--- src/hw/rtl/pbd_pkg.sv ---
// pbd_pkg: shared types and constants for the packbits segment decoder
// no dependencies; imported by every module of the decoder
package pbd_pkg;

    localparam int unsigned CNT_W     = 25;
    localparam int unsigned BYTE_W    = 8;
    localparam logic [CNT_W-1:0] SEG_BYTES_RESET = 25'd262144;
    localparam logic [BYTE_W-1:0] HDR_LIT_MAX = 8'd127;
    localparam logic [BYTE_W-1:0] HDR_NOP     = 8'd128;

    typedef enum logic [1:0] {
        MODE_HEADER  = 2'd0,
        MODE_LITERAL = 2'd1,
        MODE_REPEAT  = 2'd2
    } t_mode;

    // one decoded run piece: a byte repeated len times
    typedef struct packed {
        logic [BYTE_W-1:0] data;
        logic [BYTE_W-1:0] len;
        logic              run_end;
    } t_job;

endpackage

--- src/hw/rtl/pbd_parse.sv ---
// pbd_parse: header/literal/repeat state machine of the packbits decoder
// depends on pbd_pkg; turns each accepted byte into an optional job
module pbd_parse (
    input  logic                      i_clk,
    input  logic                      i_rst_n,
    input  logic                      i_take,
    input  logic [pbd_pkg::BYTE_W-1:0] i_byte,
    output logic                      o_job_valid,
    output pbd_pkg::t_job             o_job
);
    import pbd_pkg::*;

    t_mode             r_mode, n_mode;
    logic [BYTE_W-1:0] r_lit, n_lit;
    logic [BYTE_W-1:0] r_rep, n_rep;
    logic [BYTE_W-1:0] lit_dec;

    assign lit_dec = (r_lit != '0) ? r_lit - 8'd1 : r_lit;

    always_ff @(posedge i_clk) begin
        if (!i_rst_n) begin
            r_mode <= MODE_HEADER;
            r_lit  <= '0;
            r_rep  <= '0;
        end else if (i_take) begin
            r_mode <= n_mode;
            r_lit  <= n_lit;
            r_rep  <= n_rep;
        end
    end

    // next state
    always_comb begin
        n_mode = MODE_HEADER;
        n_lit  = r_lit;
        n_rep  = r_rep;
        unique case (r_mode)
            MODE_LITERAL: begin
                n_lit  = lit_dec;
                n_mode = (lit_dec == '0) ? MODE_HEADER : MODE_LITERAL;
            end
            MODE_REPEAT: begin
                n_rep  = '0;
                n_mode = MODE_HEADER;
            end
            default: begin
                if (i_byte <= HDR_LIT_MAX) begin
                    n_lit  = i_byte + 8'd1;
                    n_mode = MODE_LITERAL;
                end else if (i_byte != HDR_NOP) begin
                    n_rep  = 8'd1 - i_byte;
                    n_mode = MODE_REPEAT;
                end
            end
        endcase
    end

    // job output
    always_comb begin
        o_job_valid   = 1'b0;
        o_job.data    = i_byte;
        o_job.len     = 8'd1;
        o_job.run_end = 1'b1;
        unique case (r_mode)
            MODE_LITERAL: begin
                o_job_valid   = i_take;
                o_job.run_end = (lit_dec == '0);
            end
            MODE_REPEAT: begin
                o_job_valid = i_take;
                o_job.len   = r_rep;
            end
            default: begin
                o_job_valid = 1'b0;
            end
        endcase
    end

endmodule

--- src/hw/rtl/pbd_emit.sv ---
// pbd_emit: job register, two-byte burst emitter, segment counter, output register
// depends on pbd_pkg; fed by pbd_parse
module pbd_emit (
    input  logic                       i_clk,
    input  logic                       i_rst_n,
    input  logic [pbd_pkg::CNT_W-1:0]  i_seg_bytes,
    input  logic                       i_job_valid,
    input  pbd_pkg::t_job              i_job,
    output logic                       o_job_ready,
    output logic                       o_out_valid,
    input  logic                       i_out_ready,
    output logic [pbd_pkg::BYTE_W-1:0] o_out_byte_a,
    output logic [pbd_pkg::BYTE_W-1:0] o_out_byte_b,
    output logic [1:0]                 o_byte_count,
    output logic                       o_run_last,
    output logic                       o_segment_end
);
    import pbd_pkg::*;

    logic              r_busy;
    logic [BYTE_W-1:0] r_data;
    logic [BYTE_W-1:0] r_left;
    logic              r_run_end;
    logic [CNT_W-1:0]  r_done, n_done;
    logic              r_ov;
    logic [BYTE_W-1:0] r_a, r_b;
    logic [1:0]        r_cnt;
    logic              r_last, r_end;

    logic              adv, two, last, hit;
    logic [1:0]        chunk;
    logic [CNT_W:0]    sum;
    logic [CNT_W-1:0]  sat, lim;

    assign adv   = r_busy && (!r_ov || i_out_ready);
    assign two   = (r_left >= 8'd2);
    assign last  = (r_left <= 8'd2);
    assign chunk = two ? 2'd2 : 2'd1;
    assign sum   = {1'b0, r_done} + {{(CNT_W-1){1'b0}}, chunk};
    assign sat   = sum[CNT_W] ? {CNT_W{1'b1}} : sum[CNT_W-1:0];
    assign lim   = (i_seg_bytes == '0) ? {{(CNT_W-1){1'b0}}, 1'b1} : i_seg_bytes;
    assign hit   = last && r_run_end && (sat >= lim);
    assign n_done = hit ? '0 : sat;

    assign o_job_ready = !r_busy || (adv && last);

    // control
    always_ff @(posedge i_clk) begin
        if (!i_rst_n) begin
            r_busy <= 1'b0;
            r_ov   <= 1'b0;
            r_done <= '0;
        end else begin
            if (i_job_valid && o_job_ready) begin
                r_busy <= 1'b1;
            end else if (adv && last) begin
                r_busy <= 1'b0;
            end
            if (adv) begin
                r_ov   <= 1'b1;
                r_done <= n_done;
            end else if (i_out_ready) begin
                r_ov <= 1'b0;
            end
        end
    end

    // payload
    always_ff @(posedge i_clk) begin
        if (i_job_valid && o_job_ready) begin
            r_data    <= i_job.data;
            r_left    <= i_job.len;
            r_run_end <= i_job.run_end;
        end else if (adv) begin
            r_left <= r_left - {6'd0, chunk};
        end
        if (adv) begin
            r_a    <= r_data;
            r_b    <= two ? r_data : '0;
            r_cnt  <= chunk;
            r_last <= last;
            r_end  <= hit;
        end
    end

    assign o_out_valid   = r_ov;
    assign o_out_byte_a  = r_a;
    assign o_out_byte_b  = r_b;
    assign o_byte_count  = r_cnt;
    assign o_run_last    = r_last;
    assign o_segment_end = r_end;

endmodule

--- src/hw/rtl/packbits_segment_decoder.sv ---
// PackBits segment decoder. One compressed byte is taken per request; literal
// bytes each give one result a cycle with the output ready, so a literal
// stream runs at one byte per clock while the output is ready. A repeat byte
// of length L gives ceil(L/2) results, one per cycle with the output ready,
// each of two bytes except a final single byte when L is odd. The input is
// held off until the last result and taken again in the cycle it is registered.
// Header bytes give no result; results pass through the job register and the
// output register. The user must write the segment size register only while
// the block is idle (not enforced by the block); a size of zero acts as one.
// depends on pbd_pkg, pbd_parse, pbd_emit
module packbits_segment_decoder (
    input  logic                       i_clk,
    input  logic                       i_rst_n,
    input  logic                       i_cfg_we,
    input  logic [pbd_pkg::CNT_W-1:0]  i_cfg_wdata,
    input  logic                       i_in_valid,
    output logic                       o_in_ready,
    input  logic [pbd_pkg::BYTE_W-1:0] i_in_byte,
    output logic                       o_out_valid,
    input  logic                       i_out_ready,
    output logic [pbd_pkg::BYTE_W-1:0] o_out_byte_a,
    output logic [pbd_pkg::BYTE_W-1:0] o_out_byte_b,
    output logic [1:0]                 o_byte_count,
    output logic                       o_run_last,
    output logic                       o_segment_end
);
    import pbd_pkg::*;

    logic [CNT_W-1:0] r_seg_bytes;
    logic             take;
    logic             job_valid;
    logic             job_ready;
    t_job             job;

    always_ff @(posedge i_clk) begin
        if (!i_rst_n) begin
            r_seg_bytes <= SEG_BYTES_RESET;
        end else if (i_cfg_we) begin
            r_seg_bytes <= i_cfg_wdata;
        end
    end

    assign o_in_ready = job_ready;
    assign take       = i_in_valid && job_ready;

    pbd_parse u_parse (
        .i_clk       (i_clk),
        .i_rst_n     (i_rst_n),
        .i_take      (take),
        .i_byte      (i_in_byte),
        .o_job_valid (job_valid),
        .o_job       (job)
    );

    pbd_emit u_emit (
        .i_clk         (i_clk),
        .i_rst_n       (i_rst_n),
        .i_seg_bytes   (r_seg_bytes),
        .i_job_valid   (job_valid),
        .i_job         (job),
        .o_job_ready   (job_ready),
        .o_out_valid   (o_out_valid),
        .i_out_ready   (i_out_ready),
        .o_out_byte_a  (o_out_byte_a),
        .o_out_byte_b  (o_out_byte_b),
        .o_byte_count  (o_byte_count),
        .o_run_last    (o_run_last),
        .o_segment_end (o_segment_end)
    );

endmodule
--- config.mk ---
export PLATFORM = sky130hd
export DESIGN_NAME = packbits_segment_decoder
export DESIGN_NICKNAME = d
export VERILOG_FILES = /design/src/hw/rtl/pbd_pkg.sv /design/src/hw/rtl/pbd_parse.sv /design/src/hw/rtl/pbd_emit.sv /design/src/hw/rtl/packbits_segment_decoder.sv
export SDC_FILE = /design/constraint.sdc
export NUM_CORES = 1
export LEC_CHECK = 0
export BUFFER_PORTS_ARGS = -buffer_cell sky130_fd_sc_hd__clkbuf_2
export CAP_MARGIN = 20
export CORE_MARGIN = 1
export CORE_UTILIZATION = 37
export DETAILED_ROUTE_END_ITERATION = 8
export GPL_ROUTABILITY_DRIVEN = 1
export PLACE_DENSITY = 0.59
export SYNTH_ARGS = -nofsm -noshare
export SYNTH_HDL_FRONTEND = slang
export SYNTH_SLANG_ARGS = --single-unit
--- constraint.sdc ---
create_clock -name i_clk -period 6.1 [get_ports i_clk]
set_clock_uncertainty 0.15 [all_clocks]
set_input_delay 1.22 -clock i_clk [delete_from_list [all_inputs] [get_ports i_clk]]
set_output_delay 1.22 -clock i_clk [all_outputs]
set_load 0.05 [all_outputs]
Word level (Yosys, flattened, before mapping)
Index checks and enable logic that the tools add are counted.
W data, S select, Z words.

cells by class
  multiplexer cells = 22
  bitwise operators = 2
  magnitude comparators = 4
  equal/unequal tests = 4
  add/subtract/negate cells = 5
  reductions and logical operators = 21

operator list
  cell                   count
  $mux W25               3
  $mux W8                7
  $pmux W8 S2            2
  $add A25 B2 Y26        1
  $ge A25 B25 Y1         1
  $logic_not A25 Y1      1
  $reduce_bool A2 Y1     5
  $add A8 B1 Y8 const B  1
  $ge A8 B2 Y1 const B   1
  $le A8 B2 Y1 const B   1
  $le A8 B7 Y1 const B   1
  $logic_not A8 Y1       1
  $ne A8 B8 Y1 const B   1
  $reduce_bool A8 Y1     1
  $sub A1 B8 Y8 const A  1
  $sub A8 B1 Y8 const B  1
  $sub A8 B2 Y8          1
  $logic_and A1 B1 Y1    6
  $mux W1                6
  $mux W2                3
  $pmux W2 S2            1
  $reduce_and A4 Y1      1
  $reduce_and A3 Y1      1
  $eq A2 B1 Y1 const B   1
  6 further kinds        9

word-level totals
  word-level logic and storage cells = 73
  output and inout port bits = 22
  register bits after elaboration = 107

Depth between registers and ports, before layout
Gate-level depths: netlist of run 1.

  depth in word-level cells = 9
  depth in mapped cells = 19

By module
From an unflattened synthesis of run 1, not the netlist that was laid out.

second synthesis, totals
  cell total of the unflattened synthesis = 661
  area total of the unflattened synthesis = 6283.5 um^2

modules (own cells, without submodules)
  module                    instances  sequential area each (um^2)  cells each  area an instance (um^2)
  pbd_emit                  1          1651.6                       404         3895.0
  pbd_parse                 1          360.3                        176         1418.9
  packbits_segment_decoder  1          500.5                        81          969.7

Worst setup path before layout of run 1
OpenSTA, ideal clock, no wires.

  path kind = register to register
  start = reg u_emit.r_left[5]
  end = reg u_emit.r_done[21]
  cell stages (with the launch flop) = 19
  period minus slack after synthesis = 4.915 ns
  data required time = 5.833 ns
  buffers on the path = 0
  setup slack = 1.185 ns
  arrival = 4.648 ns
  cells stage by stage = edfxtp_1 or4_4 or3_2 inv_1 xnor2_1 ha_1 or4_1 nor2_1 nor4_1 xnor2_1 and2_1 inv_1 ha_1 nand2_1 nor4_1 a211oi_1 or3_2 o21a_4 a32o_1

between the ends
  longest elaborated chain between the ends = 7
  elaborated cells on any way between the ends = 9
  those cells by class = add/sub (1); order compare (3); mux (3); reduce/logical (2)

ends and longest elaborated chain
  item                      line            text
  start: declaration        pbd_emit.sv:22  logic [BYTE_W-1:0] r_left;
  start signal: assignment  pbd_emit.sv:72  r_left <= i_job.len;
  start signal: assignment  pbd_emit.sv:75  r_left <= r_left - {6'd0, chunk};
  $ge A8 B2 Y1 *            pbd_emit.sv:36  assign two = (r_left >= 8'd2);
  $mux W2 *                 pbd_emit.sv:38  assign chunk = two ? 2'd2 : 2'd1;
  via u_emit.chunk[0]       pbd_emit.sv:31  logic [1:0] chunk;
  $add A25 B2 Y26 *         pbd_emit.sv:39  assign sum = {1'b0, r_done} + {{(CNT_W-1){1'b0}}, chunk};
  $mux W25 *                pbd_emit.sv:40  assign sat = sum[CNT_W] ? {CNT_W{1'b1}} : sum[CNT_W-1:0];
  $ge A25 B25 Y1            pbd_emit.sv:42  assign hit = last && r_run_end && (sat >= lim);
  $logic_and A1 B1 Y1       pbd_emit.sv:42
  $mux W25 *                pbd_emit.sv:43  assign n_done = hit ? '0 : sat;
  end signal: assignment    pbd_emit.sv:61  r_done <= n_done;
  end: declaration          pbd_emit.sv:24  logic [CNT_W-1:0] r_done, n_done;

The timed path passes the listed nets; every way through them passes the cells marked *.
A chain may end at the register's enable or synchronous reset.

Worst setup path after layout of run 1
  start = reg u_emit.r_left[2]
  end = reg u_emit.r_done[15]

Same word-level chain as after synthesis.

==> results of run 1 <==
## layout by cell type (no fill, tap or decap), types with 3 or more instances in the layout
master / instances
nor2b_1: 34
and2_1: 31
xor2_1: 14
o21ai_2: 10
and4_1: 3
and3_1: 5
o21a_1: 4
clkbuf_2: 59
a31oi_1: 5
buf_4: 3
ha_1: 36
inv_1: 61
a21oi_1: 29
inv_8: 3
nor3b_1: 3
nor4b_1: 5
a41o_1: 3
nand4_1: 15
xnor2_1: 20
nor4_1: 13
a32o_1: 6
nand3_1: 24
nor2_1: 19
nor3_1: 15
o211ai_1: 7
edfxtp_1: 37
nand2b_1: 9
nand2_1: 59
mux2i_1: 24
o21ai_0: 25
a211oi_1: 4
dfxtp_1: 70
clkbuf_16: 9
clkinv_8: 4
o22ai_1: 4
## cell type report
cell class,instances,area [sq um],area share [%]
multi-input combinational,470,3290,47.4
sequential,107,2510,36.2
tap,216,270,3.89
timing repair buffer,62,318,4.58
clock buffer,9,225,3.24
clock inverter,7,98.8,1.42
inverter,61,229,3.30
## state kept, by name (all words and copies together) (netlist names), 2 cells and up
register and cells:
u_parse.r_lit 8, u_emit.r_done 25, r_seg_bytes 25, u_emit.o_out_byte_a 8, u_parse.r_rep 8, u_parse.r_mode 2, u_emit.o_byte_count 2, u_emit.r_data 8
u_emit.o_out_byte_b 8, u_emit.r_left 8
## stage by stage
step                      cells  worst slack [ns]
after global routing        932             0.118
after CTS                   932             0.512
after global placement      916             0.725
after floorplan             666              1.18
after detailed placement    916             0.538
final                       932             0.479
## worst paths after layout
path	endpoint	cells past startpoint	slack (ns)	startpoint
setup / recovery	u_emit.r_done[15]	20	0.48	u_emit.r_left[2]
setup reg to reg	u_emit.r_done[15]	20	0.48	u_emit.r_left[2]
hold / removal	u_emit.o_out_byte_a[7]	0	0.29	u_emit.r_data[7]
hold reg to reg	u_emit.o_out_byte_a[7]	0	0.29	u_emit.r_data[7]
## cell families after synthesis
family	count (synthesis)	synth area share, %
buffers and inverters	89	6.31
AOI/OAI and AO/OA	116	13.4
and+or+nand+nor	257	23.1
adders and majority gates	37	7.60
muxes	26	4.24
DFF	107	40.6
xor gates and xnor gates	34	4.81
## worst max-delay path: stages, from the launching register on
cell and delay [ns]:
edfxtp_1 0.49, or4_4 0.61, or3_2 0.58, inv_1 0.17
xnor2_1 0.08, ha_1 0.21, or4_1 0.44, nor2_1 0.11
buf_4 0.17, nor4_1 0.08, xnor2_1 0.20, and2_1 0.19
inv_1 0.05, ha_1 0.30, nand2_1 0.07, nor4_1 0.37
o21ai_0 0.15, o31a_2 0.39, o211ai_4 0.35, buf_4 0.27
o21ai_2 0.06
## power by group
part	internal [mW]	total (mW)	switching [mW]
clock network	0.301	0.625	0.324
registers	0.791	0.825	0.0342
logic	0.106	0.297	0.191
## layer usage
layer  global-route usage (%)  share of wire [%]
met1                     23.1                 50
met4                     6.52                1.8
met5                        0                  0
met3                     2.28                3.7
met2                     25.4                 44
==> impl_metrics.env, run 1 <==
export IMPL_outcome="completed"
export IMPL_first_iter_violations=237
export IMPL_rows=46
export IMPL_finalWirelength_um=13500
export IMPL_critPathLaunchType="register"
export IMPL_clk_pin_slew_ns=0.09
export IMPL_syn_area_sq_um=6190
export IMPL_yosysTopAreaCell="dfxtp_1"
export IMPL_async_flop_share_pct=0
export IMPL_synth_seq_cells=107
export IMPL_grt_pass1_wl_um=23000
export IMPL_worstPathArrival_ns=5.73
export IMPL_drive_above_1_share_pct=15.5
export IMPL_power_density_nw_per_um2=252
export IMPL_ant_nets=0
export IMPL_antenna_cells=0
export IMPL_synth_nets=741
export IMPL_clk_path_buf_depth=2
export IMPL_maxSlewHeadroom_pct=33.1
export IMPL_antenna_found_initial=0
export IMPL_crit_path_max_fanout=13
export IMPL_cts_tree="yes"
export IMPL_synth_distinct_cells=72
export IMPL_h_tree_depth=3
export IMPL_endpoint_kind="register"
export IMPL_hold_viol_final=0
export IMPL_synth_area_leaders="dfxtp_1, edfxtp_1, ha_1, mux2i_1, inv_1"
export IMPL_syn_avg_cell_area_sq_um=9.29
export IMPL_worstSetupPathType="reg2reg"
export IMPL_syn_inst=666
export IMPL_report_final_slew_viol_count=0
export IMPL_total_power_mw=1.75
export IMPL_drv_cap=0
export IMPL_syn_to_final_growth_pct=12.2
export IMPL_post_cts_buffers=0
export IMPL_overflow=0
export IMPL_hold_ws_ns=0.293
export IMPL_start_util_pct=38.4
export IMPL_fp_dieW_um=131
export IMPL_cts_resized=0
export IMPL_drc=0
export IMPL_setup_violations_final=0
export IMPL_synth_edff_count=37
export IMPL_period_needed_ns=5.62
export IMPL_ios=60
export IMPL_grt_setup_unrepaired="no"
export IMPL_die_y_um=131
export IMPL_utilization_pct=43.1
export IMPL_grt_pass1_vias=4732
export IMPL_ys_flop_type="dfxtp_1"
export IMPL_fillCellCount=1634
export IMPL_final_cell_area_sq_um=6940
export IMPL_synth_most_common_cell="dfxtp_1"
export IMPL_wl_per_cell_um=14.5
export IMPL_worst_slew_pin_slew_ns=1.00
export IMPL_p_leak_nw=2.83
export IMPL_synth_seq_area_share_pct=40.6
export IMPL_gp_congestion=0.831
export IMPL_yosysWarnings=0
export IMPL_clock_sinks=107
export IMPL_grt_usage_pct=16.5
export IMPL_placed_area_sq_um=6620
export IMPL_fin_tns_setup_ns=0
export IMPL_port_buffers=59
export IMPL_dr_pass1_iters=4
export IMPL_hpwlAfterDp_um=10100
export IMPL_via_per_inst=5.15
export IMPL_max_freq_ghz=0.178
export IMPL_synth_common_cells="dfxtp_1, inv_1, nand2_1"
export IMPL_worstSkewPairLatency_ns=0.37
export IMPL_required_ns=6.21
export IMPL_coreArea_sq_um=16100
export IMPL_ctsHoldBuffers=0
export IMPL_grt_max_degree=57
export IMPL_period_share_pct=92.2
export IMPL_die_area_sq_um=17300
export IMPL_nNetsFinal=786
export IMPL_hold_path_class="reg2reg"
export IMPL_vdd_drop_max_mv=0.145
export IMPL_cts_root_buf="clkbuf_16"
export IMPL_synth_top_area_share_pct=22.6
export IMPL_via_count=4797
export IMPL_cts_buffers=9
Note: power is estimated with default switching activity, not from simulation.
==> run 2: changes to the inputs <==
- RECOVER_POWER: default -> 25
==> impl_metrics.env, run 2 (same netlist as run 1, synthesis figures left out) <==
export IMPL_syn_to_final_growth_pct=11.9
export IMPL_finalWirelength_um=13600
export IMPL_rr_startpoint="u_emit.r_left[2]"
export IMPL_grt_usage_pct=16.5
export IMPL_clock_sinks=107
export IMPL_hold_depth=0
export IMPL_final_common_cell="dfxtp_1"
export IMPL_grt_pass1_wl_um=23000
export IMPL_ios=60
export IMPL_rows=46
export IMPL_swShare_pct=31.5
export IMPL_max_freq_ghz=0.178
export IMPL_nNetsFinal=786
export IMPL_gp_congestion=0.831
export IMPL_drv_cap=1
export IMPL_r2r_setup_slack_ns=0.49
export IMPL_wl_per_cell_um=14.6
export IMPL_fp_dieW_um=131
export IMPL_final_cell_area_sq_um=6930
export IMPL_p_leak_nw=2.79
export IMPL_ff2ff_path_depth=20
export IMPL_coreArea_sq_um=16100
export IMPL_period_share_pct=92.0
export IMPL_cts_tree="yes"
export IMPL_maxSlewHeadroom_pct=-43.6
export IMPL_h_tree_depth=3
export IMPL_hpwlAfterDp_um=10100
export IMPL_critPathLaunchType="register"
export IMPL_outcome="finished, violations left"
export IMPL_period_needed_ns=5.61
export IMPL_drive_above_1_share_pct=14.0
export IMPL_final_cell_mix="dfxtp_1, inv_1, nand2_1"
export IMPL_via_count=4792
export IMPL_cpPeakStageDelay_ns=0.60
export IMPL_combPwrFrac_pct=17.0
export IMPL_power_density_nw_per_um2=252
export IMPL_dpl_cell_count=916
export IMPL_total_power_mw=1.75
export IMPL_ctsHoldBuffers=0
export IMPL_worstSetupPathType="reg2reg"
export IMPL_via_per_inst=5.14
export IMPL_port_buffers=59
export IMPL_dr_pass1_iters=4
export IMPL_report_final_slew_viol_count=57
export IMPL_fillCellCount=1641
export IMPL_grt_pass1_vias=4732
export IMPL_hold_viol_final=0
export IMPL_clk_path_buf_depth=2
export IMPL_antenna_found_initial=0
export IMPL_p_int_mw=1.20
export IMPL_drc=0
export IMPL_hold_end="u_emit.o_out_byte_a[7]"
export IMPL_r2r_end="u_emit.r_done[15]"
export IMPL_reg_top3="r_seg_bytes (25), u_emit.r_done (25)"
export IMPL_switchingPower_uw=551
export IMPL_first_iter_violations=246
export IMPL_worstPathCellList="or4_4, or3_2, inv_1, xnor2_1, ha_1, or4_1, nor2_1, buf_4, nor4_1, xnor2_1, and2_1, inv_1, ha_1, nand2_1, nor4_1, o21ai_0, o31a_2, o211ai_4, buf_4, o21ai_2"
export IMPL_pwr_share_seq_pct=47.2
export IMPL_cts_buffers=9
export IMPL_clk_pin_slew_ns=0.09
export IMPL_grt_max_degree=57
export IMPL_antenna_cells=0
export IMPL_post_cts_buffers=0
export IMPL_endpoint_kind="register"
export IMPL_cp_slowest_cell="or4_4"
export IMPL_worstPathArrival_ns=5.72
export IMPL_hold_path_class="reg2reg"
export IMPL_start_util_pct=38.4
export IMPL_stdcell_count=932
export IMPL_cts_root_buf="clkbuf_16"
export IMPL_clock_power_share_pct=35.8
export IMPL_die_area_sq_um=17300
export IMPL_ant_nets=0
export IMPL_worstSkewPairLatency_ns=0.37
export IMPL_fin_tns_setup_ns=0
export IMPL_overflow=0
export IMPL_cts_resized=0
export IMPL_violations="capacitance limit, slew limit"
export IMPL_placed_area_sq_um=6620
export IMPL_vdd_drop_max_mv=0.145
export IMPL_cp_num_buf_inv=4
export IMPL_hold_ws_ns=0.294
export IMPL_required_ns=6.21
export IMPL_worst_slew_pin_slew_ns=2.15
export IMPL_min_delay_start="u_emit.r_data[7]"
export IMPL_grt_setup_unrepaired="no"
export IMPL_setup_violations_final=0
export IMPL_cp_top_family="simple AND/OR/NAND/NOR gates"
export IMPL_die_y_um=131
export IMPL_crit_path_max_fanout=13
## run 2: cell counts in the layout (fill, tap and decap cells not counted)
No cell type changed its count.
## run 2: how the worst max path moves through the flow
stage / from / end / cells after the start
global route: u_emit.r_left[2] / u_emit.r_done[11] / 20
detailed placement: u_emit.r_left[2] / u_emit.r_done[15] / 20
finish: u_emit.r_left[2] / u_emit.r_done[15] / 20
CTS: u_emit.r_left[2] / u_emit.r_done[11] / 20
global placement: u_emit.r_left[2] / u_emit.r_done[9] / 20
floorplan: u_emit.r_left[5] / u_emit.r_done[21] / 18
## run 2: area by class of cell
type / count / area [sq um] / share of cell area, %
repair buffers: 62 / 305 / 4.41
well taps: 216 / 270 / 3.90
flip-flops and latches: 107 / 2510 / 36.3
inverters: 61 / 229 / 3.31
multi-input cells: 470 / 3280 / 47.4
clock buffers: 9 / 225 / 3.25
clock inverters: 7 / 98.8 / 1.43
## run 2: power groups by stage
stage | logic [mW] | clock network [mW] | registers, mW
6_report | 0.297 | 0.626 | 0.825
5_1_grt | 0.331 | 0.666 | 0.833
4_1_cts | 0.300 | 0.635 | 0.825
3_5_place_dp | 0.298 | 0 | 0.841
3_3_place_gp | 0.292 | 0 | 0.840
2_1_floorplan | 0.205 | 0 | 0.859
## run 2: stage by stage
step                      utilization (%)  setup WS [ns]
after floorplan                         -           1.18
after global placement               41.1          0.725
after detailed placement             41.1          0.538
after CTS                            43.1          0.512
after global routing                 43.0          0.121
final                                43.0          0.491
## run 2: layer usage
| layer | vias up | wire length, um | GRT usage, % |
|---|---|---|---|
| li1 | 2444 | - | - |
| met1 | 2251 | 6890 | 23.1 |
| met2 | 82 | 6070 | 25.4 |
| met3 | 15 | 428 | 2.28 |
| met4 | 0 | 211 | 6.52 |
| met5 | - | 0 | 0 |
